**config.mk**
```make
export PLATFORM = sky130hd
export DESIGN_NAME = slid_cell
export DESIGN_NICKNAME = d
export VERILOG_FILES = /design/src/slid_pkg.sv /design/src/slid_cell.sv
export SDC_FILE = /design/constraint.sdc
export NUM_CORES = 1
export LEC_CHECK = 0
export ABC_AREA = 1
export ABC_CLOCK_PERIOD_IN_PS = 3600
export BUFFER_PORTS_ARGS = -buffer_cell sky130_fd_sc_hd__buf_2
export CAP_MARGIN = 20
export CORE_UTILIZATION = 49
export DETAILED_ROUTE_END_ITERATION = 12
export PLACE_DENSITY = 0.88
export SYNTH_ARGS = -nofsm -noshare
export SYNTH_HDL_FRONTEND = slang
export SYNTH_SLANG_ARGS = --single-unit
export TNS_END_PERCENT = 1
```
**constraint.sdc**
```tcl
create_clock -name clk -period 3.6 [get_ports clk]
set_input_delay 0.54 -clock clk [delete_from_list [all_inputs] [get_ports clk]]
set_output_delay 0.54 -clock clk [all_outputs]
set_load 0.1 [all_outputs]
```
**src/slid_pkg.sv**
```systemverilog
// shared constants, codes and types for the sorted list insert/delete core
package slid_pkg;

  localparam int DEPTH       = 64;
  localparam int VAL_W       = 32;
  localparam int CNT_W       = $clog2(DEPTH + 1);
  localparam int COUNT_OUT_W = 7;

  localparam logic REQ_INSERT = 1'b0;
  localparam logic REQ_DELETE = 1'b1;

  localparam logic [1:0] ST_DONE      = 2'd0;
  localparam logic [1:0] ST_EMPTY     = 2'd1;
  localparam logic [1:0] ST_NOT_FOUND = 2'd2;
  localparam logic [1:0] ST_FULL      = 2'd3;

  typedef logic signed [VAL_W-1:0] value_t;

  typedef struct packed {
    logic ins_en;
    logic del_en;
  } cell_ctrl_t;

endpackage

```
**src/slid_cell.sv**
```systemverilog
// one storage cell of the sorted chain: compares against the request and shifts with its neighbors
module slid_cell (
  input  logic                clk,
  input  slid_pkg::cell_ctrl_t ctrl,
  input  slid_pkg::value_t    req_value,
  input  logic                occupied,
  input  logic                left_take,
  input  slid_pkg::value_t    left_value,
  input  logic                right_eq,
  input  slid_pkg::value_t    right_value,
  output logic                take,
  output logic                eq,
  output slid_pkg::value_t    value_q,
  output slid_pkg::value_t    value_next
);

  logic gt;
  logic del_take;

  assign gt       = occupied && (value_q > req_value);
  assign eq       = occupied && (value_q == req_value);
  // insert: this cell sits at or after the insertion point
  assign take     = !occupied || (value_q > req_value);
  // delete: cells from the last equal entry upward pull from the right
  assign del_take = gt || (eq && !right_eq);

  always_comb begin
    value_next = value_q;
    if (ctrl.ins_en && take) begin
      value_next = left_take ? left_value : req_value;
    end else if (ctrl.del_en && del_take) begin
      value_next = right_value;
    end
  end

  always_ff @(posedge clk) begin
    value_q <= value_next;
  end

endmodule

```
==> flow_summary.ini <==
[outcome]
status = finished clean

[sta]
fin_skew_ns = 0.003587
slew_headroom = 0.5536
worstMarginPinSlew_ns = 0.6688
final-setup-viol-count = 0
fmax_ghz = 0.2941
finalCriticalPeriod_ns = 3.400
slew_violations = 0
hold_viol = 0
rsz0062_at_grt = false
finalCritPeriodShare = 0.9443

[global_routing]
grt_pass1_vias = 3548
grt_use_total = 0.3044
grt_max_degree = 35
grt_antenna_before_repair = 0
gr-total-overflow = 0
grt_pass1_wl_um = 15330

[drt]
drt_wl_total_um = 9469
detail_route.first_pass.iterations = 4
drtIter0Drc = 131
vias_per_cell = 4.995
num_vias = 3641
avgRoutedWirePerCell_um = 12.99
ant_nets = 0
drc = 0

[synthesis]
synthCells = 500
avgSynthCellArea_um2 = 5.908
synth_edf_count = 0
synth_top_area_frac = 0.2169
synth.yosys.seq_area_share = 0.2169
async_reset_ff_frac = 0
syn_area_mm2 = 0.002954
synthesis.nets = 634
synthFlopType = dfxtp_1
synth.distinct_cells = 21
synth.most_common_cell = nand2_1
yosys.area.top_type = dfxtp_1
ys_seq_elements = 32
synth_area_leaders = dfxtp_1 (22%), nand2_1 (21%), ha_1 (14%)
yosys_warnings = 0
synth_common_cells = nand2_1 (167), inv_1 (106), nand3_1 (68)

[clocking]
cts.sinks = 32
cts_tree = done
cts.path.max_buffers = 2
ctsResizeCount = 0
cts_root_buf = clkbuf_8
cts_setup_buffers = 0
htree_levels = 2
cts_buffers = 5
clk_latency_ns = 0.28
clkTransAtPathRegs_ns = 0.07
postCtsHoldBufs = 0

[min_path]
hp-class = register to register

[floorplanning]
die_w_um = 79.65
ios = 168
core_area_mm2 = 0.005642
initial_utilization = 0.5236
dieArea_mm2 = 0.006343
rows = 27
die_h_um = 79.65

[setup_path]
cp_top_family = simple AND/OR/NAND/NOR gates
max_stage_delay_ns = 0.34
start_kind = input pin
path_buf_inv = 4
critPathKind = input pin to primary output
path_cells = buf_2 > inv_1 > ha_1 > nand2_1 > nor2_2 > nand2_2 > nor3b_2 > nand2_1 > nand2_1 > nand2_1 > nand2_1 > nand2_2 > nand2_2 > nand2_4 > inv_6 > nand2_1 > nand2_1 > buf_12
crit_slowest_cell = ha_1
required_ns = 3.06
cp_max_fo = 32
cp_data_arrival_time_ns = 2.86
cp-end-kind = primary output
crit_top_cell = nand2_1

[place]
hpwl_um = 7476
placed_area_mm2 = 0.004283
port_buffers = 167
routabilityCongestion = 0.9282

[final_layout]
largest_reg_flops = 32
top_register = value_q
layout.nets = 790
drive_above_1_share = 0.3349
design_area_mm2 = 0.004388
top_regs = value_q (32)
antenna_cells = 0
syn_to_final_growth_pct = 48.54

[flow_run]
cap_violations = 0
-- path summary, 6_finish.rpt --
kind                       startpoint                   to  slack, ns  cells past startpoint
setup / recovery        req_value[31]       value_next[11]       0.20                     18
hold / removal    value_q[10]$_DFF_P_  value_q[10]$_DFF_P_       0.61                      4
setup reg to reg  value_q[31]$_DFF_P_   value_q[3]$_DFF_P_       1.16                     15
hold reg to reg   value_q[10]$_DFF_P_  value_q[10]$_DFF_P_       0.61                      4
-- logic make-up after synthesis --
family | share of synthesized area
flip-flops | 0.2169
AO/OA/AOI/OAI | 0.08302
AND/OR/NAND/NOR | 0.3731
multiplexers | 0.003812
adder cells (fa/ha/maj) | 0.1355
buffers and inverters | 0.1876
-- cell usage in the layout, fill, tap and decap left out --
cell / n
buf_6: 1
buf_12: 32
inv_6: 1
ha_1: 32
o21ai_0: 33
buf_4: 3
or2_1: 1
nand2_2: 4
a21oi_1: 13
inv_1: 106
mux2_2: 1
clkbuf_1: 2
nand2_8: 1
nor2_1: 12
clkbuf_8: 6
buf_2: 135
nand4_1: 2
nor2_2: 1
nor3b_2: 1
nand2_4: 2
nand2_1: 166
o21a_1: 1
a21o_1: 1
nand3_1: 68
dfxtp_2: 32
-- metal layers --
metal	share of wire	GRT usage	wire [um]	vias up
met5	0	0	0	-
met4	0.021	0.1273	199	0
met3	0.070	0.04914	664	19
met2	0.49	0.5350	4645	172
met1	0.42	0.3633	3960	1605
li1	-	-	-	1845
-- per-stage QoR --
stage          setup slack, ns  TNS, ns  utilization  cells  hold WS, ns
2_1_floorplan          -0.1191   -3.455            -    500        1.006
3_3_place_gp            0.2154        0       0.7591    721       0.5977
3_5_place_dp            0.1552        0       0.7591    721       0.6037
4_1_cts                 0.1412        0       0.7751    729       0.6164
5_1_grt              0.0006208        0       0.7778    729       0.6551
6_report                0.2004        0       0.7778    729       0.6134
-- layout make-up --
cell class	instances	area [um^2]
Clock buffer	8	90.09
Fill cell	412	1254
Inverter	107	406.6
Multi-Input combinational cell	339	1770
Sequential cell	32	680.7
Tap cell	72	90.09
Timing Repair Buffer	171	1350
-- tightest hold or removal path, delay by kind of cell, from the launching register on --
family / cells / cell delay [ns]
flops: 1 / 0.33
buf+inv: 1 / 0.05
simple gates: 3 / 0.19
Power is left out: the tool's default activity adds up to more than one toggle a clock period on the data nets, which glitch-free logic cannot reach.
